<file path="src/rtl/core/b32d_pkg.sv">
package b32d_pkg;

  localparam int unsigned CharW  = 8;
  localparam int unsigned SymW   = 5;
  localparam int unsigned CountW = 8;
  localparam int unsigned BitsW  = 3;

  typedef enum logic [1:0] {
    ST_OK       = 2'd0,
    ST_BAD_CHAR = 2'd1,
    ST_OVERFLOW = 2'd2,
    ST_LEFTOVER = 2'd3
  } status_t;

  typedef struct packed {
    logic            hit;
    logic [SymW-1:0] value;
  } sym_t;

  // Digits, then b..z without e, i, o; either case.
  function automatic sym_t symbol_decode(input logic [CharW-1:0] c);
    logic [CharW-1:0] lc;
    logic [CharW-1:0] v;
    sym_t             s;
    s.hit   = 1'b0;
    s.value = '0;
    lc      = c;
    v       = '0;
    if (c[CharW-1]) begin
      s.hit = 1'b0;
    end else if (c >= 8'h30 && c <= 8'h39) begin
      v       = c - 8'h30;
      s.hit   = 1'b1;
      s.value = v[SymW-1:0];
    end else begin
      if (c >= 8'h41 && c <= 8'h5a) begin
        lc = c + 8'h20;
      end
      if (lc < 8'h62 || lc > 8'h7a || lc == 8'h65 || lc == 8'h69 || lc == 8'h6f) begin
        s.hit = 1'b0;
      end else begin
        v = lc - 8'h62 + 8'd10;
        if (lc > 8'h65) begin
          v = v - 8'd1;
        end
        if (lc > 8'h69) begin
          v = v - 8'd1;
        end
        if (lc > 8'h6f) begin
          v = v - 8'd1;
        end
        s.hit   = 1'b1;
        s.value = v[SymW-1:0];
      end
    end
    return s;
  endfunction

endpackage

</file>
<file path="src/rtl/core/base32_lsb_first_decoder.sv">
// Base32 decoder, LSB-first packing, one character per word.
// Input stream: s_axis_tdata carries one character, s_axis_tlast marks the
// final character of a string. Each character gives exactly one output word.
// Output stream: m_axis_tdata holds the decoded byte (low) and the running
// byte count (high); m_axis_tuser holds the byte-valid flag and the status
// (0 ok, 1 bad character, 2 overflow, 3 leftover bits); m_axis_tlast
// marks the word for the last character, which carries the final status.
// The output word is valid in the cycle after input acceptance.
// Throughput: one character per cycle, set by the single output register;
// the decode, pack and status update all sit in one combinational step.
// Stall: while the output word is held, s_axis_tready drops; it stays high
// when the held word is taken in the same cycle.
// The first error in a string is latched; later characters emit no bytes.
// cfg_data sets the most bytes per string (reset 255); write only when idle.
// Reset (rst, synchronous) clears the string state and output valid.
module base32_lsb_first_decoder
  import b32d_pkg::*;
(
  input  logic        clk,
  input  logic        rst,
  input  logic        cfg_valid,
  output logic        cfg_ready,
  input  logic [7:0]  cfg_data,       // max_out_len
  input  logic        s_axis_tvalid,
  output logic        s_axis_tready,
  input  logic [7:0]  s_axis_tdata,   // char_code
  input  logic        s_axis_tlast,   // last_char
  output logic        m_axis_tvalid,
  input  logic        m_axis_tready,
  output logic [15:0] m_axis_tdata,   // data_byte[7:0], out_count[15:8]
  output logic [2:0]  m_axis_tuser,   // byte_valid[0], status[2:1]
  output logic        m_axis_tlast    // string_done
);

  localparam int unsigned WideW = CountW + SymW;

  logic [CountW-1:0] max_out_len;
  logic [CountW-1:0] bit_acc;
  logic [BitsW-1:0]  bit_count;
  logic [CountW-1:0] byte_count;
  status_t           error_code;

  logic [CountW-1:0] bit_acc_next;
  logic [BitsW-1:0]  bit_count_next;
  logic [CountW-1:0] byte_count_next;
  status_t           error_code_next;

  logic [CountW-1:0] out_byte_next;
  logic              out_valid_next;
  status_t           out_status_next;
  logic [CountW-1:0] out_count_next;

  logic [CountW-1:0] out_byte;
  logic              out_byte_valid;
  status_t           out_status;
  logic [CountW-1:0] out_count;
  logic              out_last;
  logic              out_vld;

  sym_t              sym;
  logic [WideW-1:0]  wide;
  logic [BitsW:0]    nbits;
  logic              s_accept;

  assign cfg_ready     = 1'b1;
  assign s_axis_tready = !out_vld || m_axis_tready;
  assign s_accept      = s_axis_tvalid && s_axis_tready;

  assign sym   = symbol_decode(s_axis_tdata);
  assign wide  = {{SymW{1'b0}}, bit_acc} | ({{CountW{1'b0}}, sym.value} << bit_count);
  assign nbits = {1'b0, bit_count} + 4'd5;

  always_comb begin
    bit_acc_next    = bit_acc;
    bit_count_next  = bit_count;
    byte_count_next = byte_count;
    error_code_next = error_code;
    out_byte_next   = '0;
    out_valid_next  = 1'b0;
    if (error_code == ST_OK) begin
      if (!sym.hit) begin
        error_code_next = ST_BAD_CHAR;
      end else if (nbits >= 4'd8) begin
        if (byte_count >= max_out_len) begin
          error_code_next = ST_OVERFLOW;
        end else begin
          out_byte_next   = wide[CountW-1:0];
          out_valid_next  = 1'b1;
          byte_count_next = byte_count + 8'd1;
          bit_acc_next    = {{(CountW-SymW){1'b0}}, wide[WideW-1:CountW]};
          bit_count_next  = nbits[BitsW-1:0];
        end
      end else begin
        bit_acc_next   = wide[CountW-1:0];
        bit_count_next = nbits[BitsW-1:0];
      end
    end
    if (s_axis_tlast && error_code_next == ST_OK &&
        (bit_count_next >= 3'd5 || bit_acc_next != '0)) begin
      error_code_next = ST_LEFTOVER;
    end
    out_status_next = error_code_next;
    out_count_next  = byte_count_next;
    if (s_axis_tlast) begin
      bit_acc_next    = '0;
      bit_count_next  = '0;
      byte_count_next = '0;
      error_code_next = ST_OK;
    end
  end

  always_ff @(posedge clk) begin
    if (rst) begin
      max_out_len <= 8'd255;
      bit_acc     <= '0;
      bit_count   <= '0;
      byte_count  <= '0;
      error_code  <= ST_OK;
      out_vld     <= 1'b0;
    end else begin
      if (cfg_valid && cfg_ready) begin
        max_out_len <= cfg_data;
      end
      if (s_accept) begin
        bit_acc    <= bit_acc_next;
        bit_count  <= bit_count_next;
        byte_count <= byte_count_next;
        error_code <= error_code_next;
        out_vld    <= 1'b1;
      end else if (m_axis_tready) begin
        out_vld <= 1'b0;
      end
    end
  end

  always_ff @(posedge clk) begin
    if (s_accept) begin
      out_byte       <= out_byte_next;
      out_byte_valid <= out_valid_next;
      out_status     <= out_status_next;
      out_count      <= out_count_next;
      out_last       <= s_axis_tlast;
    end
  end

  assign m_axis_tvalid = out_vld;
  assign m_axis_tdata  = {out_count, out_byte};
  assign m_axis_tuser  = {out_status, out_byte_valid};
  assign m_axis_tlast  = out_last;

`ifndef ASSERT_OFF
  a_clear_after_last: assert property (@(posedge clk) disable iff (rst)
    s_accept && s_axis_tlast |=>
      bit_count == '0 && byte_count == '0 && bit_acc == '0 && error_code == ST_OK)
    else $error("string state not cleared after last character");

  a_byte_only_when_ok: assert property (@(posedge clk) disable iff (rst)
    out_vld && out_byte_valid |-> out_status == ST_OK || out_status == ST_LEFTOVER)
    else $error("byte emitted alongside an error status");

  a_state_holds_idle: assert property (@(posedge clk) disable iff (rst)
    !s_accept |=> $stable(byte_count) && $stable(bit_count) && $stable(error_code))
    else $error("string state changed without an accepted character");

  a_error_sticky: assert property (@(posedge clk) disable iff (rst)
    s_accept && !s_axis_tlast && error_code != ST_OK |=>
      error_code == $past(error_code))
    else $error("latched error changed within a string");
`endif

endmodule
</file>
<file path="config.mk">
export PLATFORM = sky130hd
export DESIGN_NAME = base32_lsb_first_decoder
export DESIGN_NICKNAME = d
export VERILOG_FILES = /design/src/rtl/core/b32d_pkg.sv /design/src/rtl/core/base32_lsb_first_decoder.sv
export SDC_FILE = /design/constraint.sdc
export NUM_CORES = 1
export LEC_CHECK = 0
export BUFFER_PORTS_ARGS = -buffer_cell sky130_fd_sc_hd__buf_2
export CAP_MARGIN = 30
export CORE_MARGIN = 3
export CORE_UTILIZATION = 58
export DETAILED_ROUTE_END_ITERATION = 8
export MAX_ROUTING_LAYER = met4
export PLACE_DENSITY = 0.82
export SLEW_MARGIN = 20
export SYNTH_ARGS = -nofsm -noshare
export SYNTH_HDL_FRONTEND = slang
export SYNTH_SLANG_ARGS = --single-unit
</file>
<file path="constraint.sdc">
create_clock -name clk -period 10.3 [get_ports clk]
set_clock_uncertainty 0.05 [all_clocks]
set_input_delay 2.06 -clock clk [delete_from_list [all_inputs] [get_ports clk]]
set_output_delay 2.06 -clock clk [all_outputs]
set_load 0.02 [all_outputs]
</file>
After elaboration in Yosys (flattened, before gate mapping)
Index checks and enable logic that the tools add are counted.
Word-level totals
  output and inout port bits: 23
  logic and storage cells: 99
  input port bits: 22
  bits in registers: 50
Cells by class
  bitwise gates (word level): 4
  add/subtract/negate cells: 9
  shift-type cells: 1
  reductions and logical operators: 18
  mux-type cells: 41
  magnitude comparators: 12
  eq/ne operators: 3
Operators with widths (number)
  $mux W8: 13
  $mux W5: 11
  $gt A8 B7 Y1 const B: 4
  $eq A8 B7 Y1 const B: 3
  $mux W3: 5
  $sub A5 B1 Y5 const B: 3
  $or A8 B13 Y13: 1
  $shl A5 B3 Y13: 1
  $mux W2: 6
  $add A8 B1 Y8 const B: 1
  $add A8 B6 Y8 const B: 1
  $ge A8 B6 Y1 const B: 1
  $ge A8 B7 Y1 const B: 1
  $ge A8 B8 Y1: 1
  $le A8 B6 Y1 const B: 1
  $le A8 B7 Y1 const B: 1
  $lt A8 B7 Y1 const B: 1
  $reduce_bool A8 Y1: 1
  $logic_or A1 B1 Y1: 6
  $mux W6: 1
  $add A5 B4 Y5 const B: 1
  $logic_and A1 B1 Y1: 5
  $mux W1: 5
  $sub A5 B2 Y5 const B: 1
  10 further kinds: 13

Logic depth before layout (Yosys ltp)
Gate-level depths: netlist of run 1.
  depth in word-level cells: 34
  depth in mapped cells: 22
  depth with buffers taken out: 20

Worst setup path after synthesis of run 1
Ideal clock, no wire load.
  path type: input -> register
  start point: input port s_axis_tdata[1]
  end point: register out_status[0] (data pin)
  data arrival time: 6.380 ns
  stages: 22
  data required time: 9.989 ns
  path slack: 3.609 ns
  library setup time: 0.261 ns
  buffers on the path: 2
  cell sequence: buf_2 > inv_1 > ha_1 > buf_4 > nor2b_1 > a31oi_1 > a21oi_1 > or3_1 > nand2_1 > ha_1 > o21a_1 > ha_1 > nor4b_1 > a31oi_1 > xnor2_1 > xnor2_1 > a221oi_1 > o41a_1 > nand3_1 > a221oi_1 > nand4_1 > a311o_1
On the way
  longest elaborated chain between the ends: 32
  elaborated cells between the ends (all ways): 59
  classes of those cells: add/sub (7); order compare (10); eq/ne (3); shift (1); mux (26); bitwise (1); reduce/logical (11)
RTL lines
  start, declared: RTL line base32_lsb_first_decoder.sv:26  | input logic [7:0] s_axis_tdata,
  $ge A8 B7 Y1 / $le A8 B7 Y1 (equally long branches): RTL line b32d_pkg.sv:36  | if (c >= 8'h41 && c <= 8'h5a) begin
  $logic_and A1 B1 Y1: RTL line b32d_pkg.sv:36
  $mux W8: RTL line b32d_pkg.sv:36
  $mux W8: RTL line b32d_pkg.sv:31  | end else if (c >= 8'h30 && c <= 8'h39) begin
  $mux W8: RTL line b32d_pkg.sv:29  | if (c[CharW-1]) begin
  $sub A5 B2 Y5: RTL line b32d_pkg.sv:42  | v = lc - 8'h62 + 8'd10;
  $add A5 B4 Y5: RTL line b32d_pkg.sv:42
  $sub A5 B1 Y5: RTL line b32d_pkg.sv:44  | v = v - 8'd1;
  [... 17 more ...]
  $mux W8: RTL line base32_lsb_first_decoder.sv:83  | end else if (nbits >= 4'd8) begin
  $mux W8: RTL line base32_lsb_first_decoder.sv:81  | if (!sym.hit) begin
  $mux W8: RTL line base32_lsb_first_decoder.sv:80  | if (error_code == ST_OK) begin
  $reduce_bool A8 Y1: RTL line base32_lsb_first_decoder.sv:99  | (bit_count_next >= 3'd5 || bit_acc_next != '0)) begin
  $logic_or A1 B1 Y1: RTL line base32_lsb_first_decoder.sv:99
  $logic_and A1 B1 Y1: RTL line base32_lsb_first_decoder.sv:98  | if (s_axis_tlast && error_code_next == ST_OK &&
  $mux W2 (*): RTL line base32_lsb_first_decoder.sv:98
  via out_status_next[0]: RTL line base32_lsb_first_decoder.sv:50  | status_t out_status_next;
  end signal, assigned: RTL line base32_lsb_first_decoder.sv:140  | out_status <= out_status_next;
  end, declared: RTL line base32_lsb_first_decoder.sv:55  | status_t out_status;
Mark *: on every way through the listed nets, which the timed path passes. The rest lies on a longest branch. The select of a mux whose other input is x is not followed.
A chain may end at the register's enable or synchronous reset.

Worst setup path in the final report of run 1
  start point: input port s_axis_tdata[3]
  end point: register out_status[0] (data pin)
Same word-level chain as after synthesis.

==> results of run 1 <==
path summary, 6_finish.rpt:
check | start | to | slack [ns] | cells past startpoint
hold reg to reg | max_out_len[6] | max_out_len[6] | 0.45 | 2
setup reg to reg | byte_count[0] | byte_count[7] | 6.71 | 16
setup / recovery | s_axis_tdata[3] | out_status[0] | 3.17 | 20
hold / removal | max_out_len[6] | max_out_len[6] | 0.45 | 2
sequential cells by signal (all words and copies together), names as in the netlist:
register	cells
byte_count	8
m_axis_tvalid	1
error_code	2
bit_acc	8
out_status	2
out_count	8
out_byte_valid	1
m_axis_tlast	1
out_byte	8
bit_count	3
max_out_len	8
logic make-up after synthesis:
family,after synthesis,share of synthesized area [%]
multiplexers,4,1.119
other,1,0.1017
AND/OR/NAND/NOR,166,22.29
flip-flops,50,32.56
buffers and inverters,50,5.597
AO/OA/AOI/OAI,140,28.09
XOR/XNOR,16,3.799
adder cells (fa/ha/maj),19,6.445
Yosys cell counts (all sizes together) (3+ instances only):
master   count
o21a         6
xnor2       12
a21oi       34
o21ai       18
a22oi        5
xor2         4
o211ai       9
nor3        13
and2         7
a211oi      10
a32oi        3
o31ai        5
mux2i        3
dfxtp       30
a221oi       4
inv         24
o32ai        3
or3          5
nand2b       4
a31oi        6
nand3       12
nor2b        4
buf          8
a21o         4
nand2       48
nor3b        3
edfxtp      20
nor2        54
nand4        6
clkbuf      16
o211a        3
ha          19
o2111ai      3
cell usage in the layout (no fill, tap or decap), drive strengths merged, types with 5 or more instances in the layout:
master	n
nor2	54
a211oi	10
ha	19
nand2	48
inv	25
nor3	13
nand4	6
buf	44
or3	5
and2	7
o31ai	5
dfxtp	30
xnor2	12
clkbuf	7
o21a	6
o21ai	18
a21oi	34
o211ai	9
a31oi	6
a22oi	5
edfxtp	20
nand3	12
area by class of cell:
type | count | area [µm²]
Clock buffer | 7 | 107.6
Clock inverter | 1 | 8.758
Fill cell | 512 | 2013
Inverter | 26 | 97.59
Multi-Input combinational cell | 346 | 2281
Sequential cell | 50 | 1201
Tap cell | 75 | 93.84
Timing Repair Buffer | 44 | 222.7
power breakdown:
group	switching (mW)	total (mW)	internal, mW
registers	0.00273	0.215	0.212
clock network	0.0685	0.139	0.0702
logic	0.0586	0.0878	0.0293
total	0.130	0.442	0.312
per-layer routing:
metal,wire length (µm),up-vias,part of all wire (%)
met4,181,0,2.0
met5,0,-,0
met1,3991,1591,43
met3,672,23,7.3
met2,4387,159,48
li1,-,1695,-
through the flow:
| stage | cell area [µm²] | util [%] | instances |
|---|---|---|---|
| finish | 4013 | 66.59 | 549 |
| detailed placement | 3889 | 64.53 | 540 |
| CTS | 4005 | 66.47 | 548 |
| global route | 4013 | 66.59 | 549 |
| floorplan | 3689 | - | 446 |
| global placement | 3889 | 64.53 | 540 |
worst min-delay path: cells and delay by family, from the launching register on:
family	cells	cell delay (ns)
compound gates	1	0.08
buf+inv	1	0.07
flops	1	0.31
==> metrics.txt, run 1 <==
crit end category=flip-flop; fin crit period=7.131 ns; ys async rst share=0%; Tightest Pin Transition=0.9041 ns; area leader, netlist=dfxtp_1; vias in the first global route=3152; clock sinks=50; crit-path most repeated cell=ha_1; Final TNS setup=0 ns; outcome=finished, final reports clean; element type at the critical path start=input pin; FF+latch count, synth=50; H-Tree Depth=2; crit path cell chain=buf_2 -> ha_1 -> nand2b_4 -> o32ai_1 -> a21oi_1 -> or3_1 -> nand2_1 -> ha_1 -> o21a_1 -> ha_1 -> nor4b_1 -> a31oi_1 -> xnor2_1 -> xnor2_1 -> a221oi_1 -> o41a_1 -> nand3_1 -> a221oi_1 -> nand4_1 -> a311o_1; drt drc=0; slowest stage delay, CP=0.62 ns; Setup Viol. Count Final=0; Mean Syn Cell Area=8.270 µm²; routed len/inst=16.82 µm; GR Layer Usage met1=34.64%; initial antenna violation count=0; post-synth top area share=16.28%; Die W=85.75 µm; Max-cap violations=0; Initial Utilization=61.21%; Root Buffer Master=clkbuf_8; grt met3 use=3.746%; All-Layer GR Usage=26.26%; hpwl dp=6.913 mm; first-iteration detailed-routing DRC count=383; grt peak-use layer=met2; count of buffers from port buffering=43; fin nets=514; final period utilization=69.23%; Critical Path Slowest Stage Cell=o32ai_1; pre-CTS setup slack=2.935 ns; routed wire length=9.233 mm; RSZ-0062 raised after global routing=no; WHS=0.4479 ns; clk slew on worst S/H paths=0.09 ns; first-pass GRT wire length=15.16 mm; maximum vdd drop=74.67 µV; Setup Fix Bufs, Post-CTS=0; final hold vios=0; worst-path fanout max=20; hold_buf cts=0; ranking of synthesized cells by area=dfxtp_1 16%, edfxtp_1 16%, ha_1 6.4%, nor2_1 5.5%, nand2_1 4.7%; layout cell share with drive strength beyond 1=16.03%; antenna-violating nets left=0; largest net degree at the start of global routing=30; Final Max Slew Viols=0; CP bufs+invs=1; largest delay contributor family on the critical path=compound AO/OA/AOI/OAI gates; Die Ht=85.75 µm; sequential fraction of the synthesis area=32.56%; Antenna diodes=0; io pins=45; total via count in the routed design=3468; CTS resizes=0; Die Area=7352 µm²; Post-Syn Instances=446; GRT met2 Usage=41.74%; CP Data Arrival Time=7.14 ns; Layout area overhead=8.786%; core area=6026 µm²; gpl congestion=0.9746; Vias/cell=6.317; total gr overflow=0; Power per Cell Area=110.1 nW/µm²; synthesized cell area=3689 µm²; EDFF count, synth=20; Fmax=0.1402 GHz; total power=0.4417 mW; critical path required time=10.31 ns; PnR worst setup slack=3.169 ns; Initial DRT Pass Iterations=5; max_slew headroom=39.35%; Netlist cell types=77; worst-skew pair later-pin latency=0.31 ns; synth warn=0; Pleak=1.648 nW; Synth Flop Type=dfxtp_1; CTS tree=yes; Hold Crit Class=flip-flop to flip-flop; Syn Nets=487; CTS buffer count=5; clock tree buffer depth=2; FP Rows=28; Crit Path Category=input pin to flip-flop
(Power assumes the default switching activity.)
==> inputs of run 2 (changes only) <==
--- a/config.mk
+++ b/config.mk
@@ -5,13 +5,14 @@
 export SDC_FILE = /design/constraint.sdc
 export NUM_CORES = 1
 export LEC_CHECK = 0
+export ABC_AREA = 1
 export BUFFER_PORTS_ARGS = -buffer_cell sky130_fd_sc_hd__buf_2
 export CAP_MARGIN = 30
 export CORE_MARGIN = 3
-export CORE_UTILIZATION = 58
+export CORE_UTILIZATION = 53
 export DETAILED_ROUTE_END_ITERATION = 8
 export MAX_ROUTING_LAYER = met4
-export PLACE_DENSITY = 0.82
+export PLACE_DENSITY = 0.79
 export SLEW_MARGIN = 20
 export SYNTH_ARGS = -nofsm -noshare
 export SYNTH_HDL_FRONTEND = slang
==> constraint.sdc (replaced) <==
create_clock -name clk -period 6.52 [get_ports clk]
set_clock_uncertainty 0.05 [all_clocks]
set_input_delay 1.304 -clock clk [delete_from_list [all_inputs] [get_ports clk]]
set_output_delay 1.304 -clock clk [all_outputs]
set_load 0.02 [all_outputs]
==> run 2 against run 1 <==
  * Global-route usage down 4.1 points
  * Register-to-register slack worse by 3.0 ns
  * Largest cell class unchanged
  * Count of clock-buffer cells in the layout down 1
  * Largest power group unchanged
  * Synthesized area down 2.4%
  * Sequential share of layout area up 0.64 points
  * Via count down 0.84%
  * First-iteration DRC count down 28%
==> metrics.txt, run 2 <==
Fmax=0.1896 GHz; drt drc=0 (unchanged); Netlist cell types=43 (was 77); routed wire length=8.006 mm (was 9.233 mm); Root Buffer Master=clkbuf_8 (unchanged); WHS Path Cells=2 (unchanged); Die Area=7819 µm² (was 7352 µm²); EDFF count, synth=20 (unchanged); R2R Path Start=byte_count[1] (was byte_count[0]); Min-Delay Endpoint=max_out_len[6] (unchanged); layout cell share with drive strength beyond 1=17.80% (was 16.03%); worst-path fanout max=8 (was 20); FF+latch count, synth=50 (unchanged); routed len/inst=12.87 µm (was 16.82 µm); Reg-to-Reg End=out_status[0] (was byte_count[7]); initial antenna violation count=0 (unchanged); Pleak=1.894 nW (was 1.648 nW); first-iteration detailed-routing DRC count=276 (was 383); Post-Syn Instances=507 (was 446); Layout area overhead=9.104% (was 8.786%); clk slew on worst S/H paths=0.09 ns (about the same); Power per Cell Area=165.6 nW/µm² (was 110.1 nW/µm²); slowest stage delay, CP=0.29 ns (was 0.62 ns); hpwl dp=6.142 mm (was 6.913 mm); top cells by count, synth=118 x nand2_1, 66 x inv_1, 45 x nand3_1 (was 54 x nor2_1, 46 x nand2_1, 34 x a21oi_1); Crit Path Category=input pin to flip-flop (unchanged); post-synth top area share=16.68% (was 16.28%); CP Data Arrival Time=5.29 ns (was 7.14 ns); Setup Fix Bufs, Post-CTS=0 (unchanged); vias in the first global route=3077 (was 3152); H-Tree Depth=2 (unchanged); core area=6459 µm² (was 6026 µm²); most frequent cells in the layout=118 x nand2_1, 66 x inv_1, 45 x nand3_1, 44 x a21oi_1, 43 x buf_2 (was 54 x nor2_1, 46 x nand2_1, 43 x buf_2, 34 x a21oi_1, 30 x dfxtp_1); R2R Setup Slk=3.71 ns (was 6.71 ns); Final TNS setup=0 ns (unchanged); Setup Viol. Count Final=0 (unchanged); ranking of synthesized cells by area=dfxtp_1 17%, edfxtp_1 17%, nand2_1 12%, inv_1 6.9%, ha_1 6.6% (was dfxtp_1 16%, edfxtp_1 16%, ha_1 6.4%, nor2_1 5.5%, nand2_1 4.7%); Hold Crit Class=flip-flop to flip-flop (unchanged); fin crit period=5.273 ns; maximum vdd drop=118.4 µV (was 74.67 µV); Initial Utilization=55.75% (was 61.21%); element type at the critical path start=input pin (unchanged); Tightest Pin Transition=0.8966 ns (was 0.9041 ns); count of buffers from port buffering=43 (unchanged); Die W=88.43 µm (was 85.75 µm); Antenna diodes=0 (unchanged); CTS resizes=0 (unchanged); R2R depth=16 (unchanged); ys async rst share=0% (unchanged); WHS=0.4305 ns (was 0.4479 ns); Critical Path Slowest Stage Cell=ha_1 (was o32ai_1); total via count in the routed design=3439 (was 3468); commonest non-fill, non-tap cell in the layout=nand2_1 (was nor2_1); crit end category=flip-flop (unchanged); sequential fraction of the synthesis area=33.36% (was 32.56%); largest net degree at the start of global routing=31 (was 30); Mean Syn Cell Area=7.102 µm² (was 8.270 µm²); area leader, netlist=dfxtp_1 (unchanged); Hold Crit Start=max_out_len[6] (unchanged); max_slew headroom=40.16% (was 39.35%); io pins=45 (unchanged); outcome=finished, final reports clean (unchanged); synth warn=0 (unchanged); Initial DRT Pass Iterations=5 (unchanged); final hold vios=0 (unchanged); total gr overflow=0 (unchanged); critical path required time=6.54 ns (was 10.31 ns); antenna-violating nets left=0 (unchanged); final period utilization=80.88%; RSZ-0062 raised after global routing=no (unchanged); clock sinks=50 (unchanged); first-pass GRT wire length=13.53 mm (was 15.16 mm); Die Ht=88.43 µm (was 85.75 µm); gpl congestion=0.9294 (was 0.9746); Max-cap violations=0 (unchanged); clock tree buffer depth=2 (unchanged); CTS tree=yes (unchanged); top-count cell post-synth=nand2_1 (was nor2_1); All-Layer GR Usage=22.12% (was 26.26%); Final Max Slew Viols=0 (unchanged); hold_buf cts=0 (unchanged); Vias/cell=5.529 (was 6.317); synthesized cell area=3601 µm² (was 3689 µm²); worst-skew pair later-pin latency=0.31 ns (about the same); CTS buffer count=5 (unchanged); Syn Nets=548 (was 487); Synth Flop Type=dfxtp_1 (unchanged); fin nets=585 (was 514); FP Rows=29 (was 28)
-- run 2: worst max path at each step --
stage | startpoint | to | slack [ns] | cells past startpoint
floorplan | s_axis_tdata[1] | out_status[0] | 1.63 | 33
global placement | s_axis_tdata[0] | out_status[0] | 1.14 | 37
detailed placement | s_axis_tdata[0] | out_status[0] | 0.98 | 35
CTS | s_axis_tdata[0] | out_status[0] | 1.30 | 35
global route | s_axis_tdata[1] | out_status[0] | 0.77 | 35
finish | s_axis_tdata[0] | out_status[0] | 1.25 | 35
-- run 2: area by class of cell --
class                           instances  area [µm²]
Clock inverter                          2       13.76
Timing Repair Buffer                   44       222.7
Clock buffer                            6       72.57
Tap cell                               77       96.34
Inverter                               76       290.3
Sequential cell                        50        1201
Multi-Input combinational cell        367        2032
Fill cell                             596        2530
-- run 2: cells by family (layout without fill, tap and decap cells) --
| family | count (synthesis) | after routing | share of synthesized area [%] |
|---|---|---|---|
| other | 1 | 1 | 0.1041 |
| XOR/XNOR | 12 | 12 | 2.919 |
| buffers and inverters | 90 | 128 | 10.22 |
| AND/OR/NAND/NOR | 249 | 249 | 32.84 |
| AO/OA/AOI/OAI | 86 | 86 | 13.97 |
| adder cells (fa/ha/maj) | 19 | 19 | 6.602 |
| flip-flops | 50 | 50 | 33.36 |
-- run 2: power breakdown --
group	internal (mW)	total, mW	switching, mW
registers	0.335	0.339	0.00366
clock network	0.0760	0.177	0.101
logic	0.0420	0.135	0.0927
total	0.453	0.651	0.198
-- run 2: per-stage QoR --
stage / instance area, µm² / std cells / utilization (%) / worst slack [ns] / power (mW)
after floorplan: 3601 / 507 / - / 1.634 / 0.4462
after global placement: 3842 / 614 / 59.49 / 1.137 / 0.4757
after detailed placement: 3842 / 614 / 59.49 / 0.9794 / 0.4798
after CTS: 3929 / 622 / 60.83 / 1.302 / 0.6556
after global routing: 3929 / 622 / 60.83 / 0.7665 / 0.6882
final: 3929 / 622 / 60.83 / 1.247 / 0.6506
-- run 2: routing by layer --
layer  wire length (µm)  track usage [%]  vias up  share of wire [%]
met1               3755            29.53     1581                 47
met3                491            3.445        8                6.1
li1                   -                -     1737                  -
met4                 72            4.396        0               0.90
met2               3687            35.76      113                 46
met5                  0                -        -                  0
-- run 2: worst max-delay path: cells and delay by family --
kind            cells  cell delay (ns)
compound gates      3             0.55
fa+ha+maj           3             0.73
buf+inv             7             0.64
simple gates       22             2.05
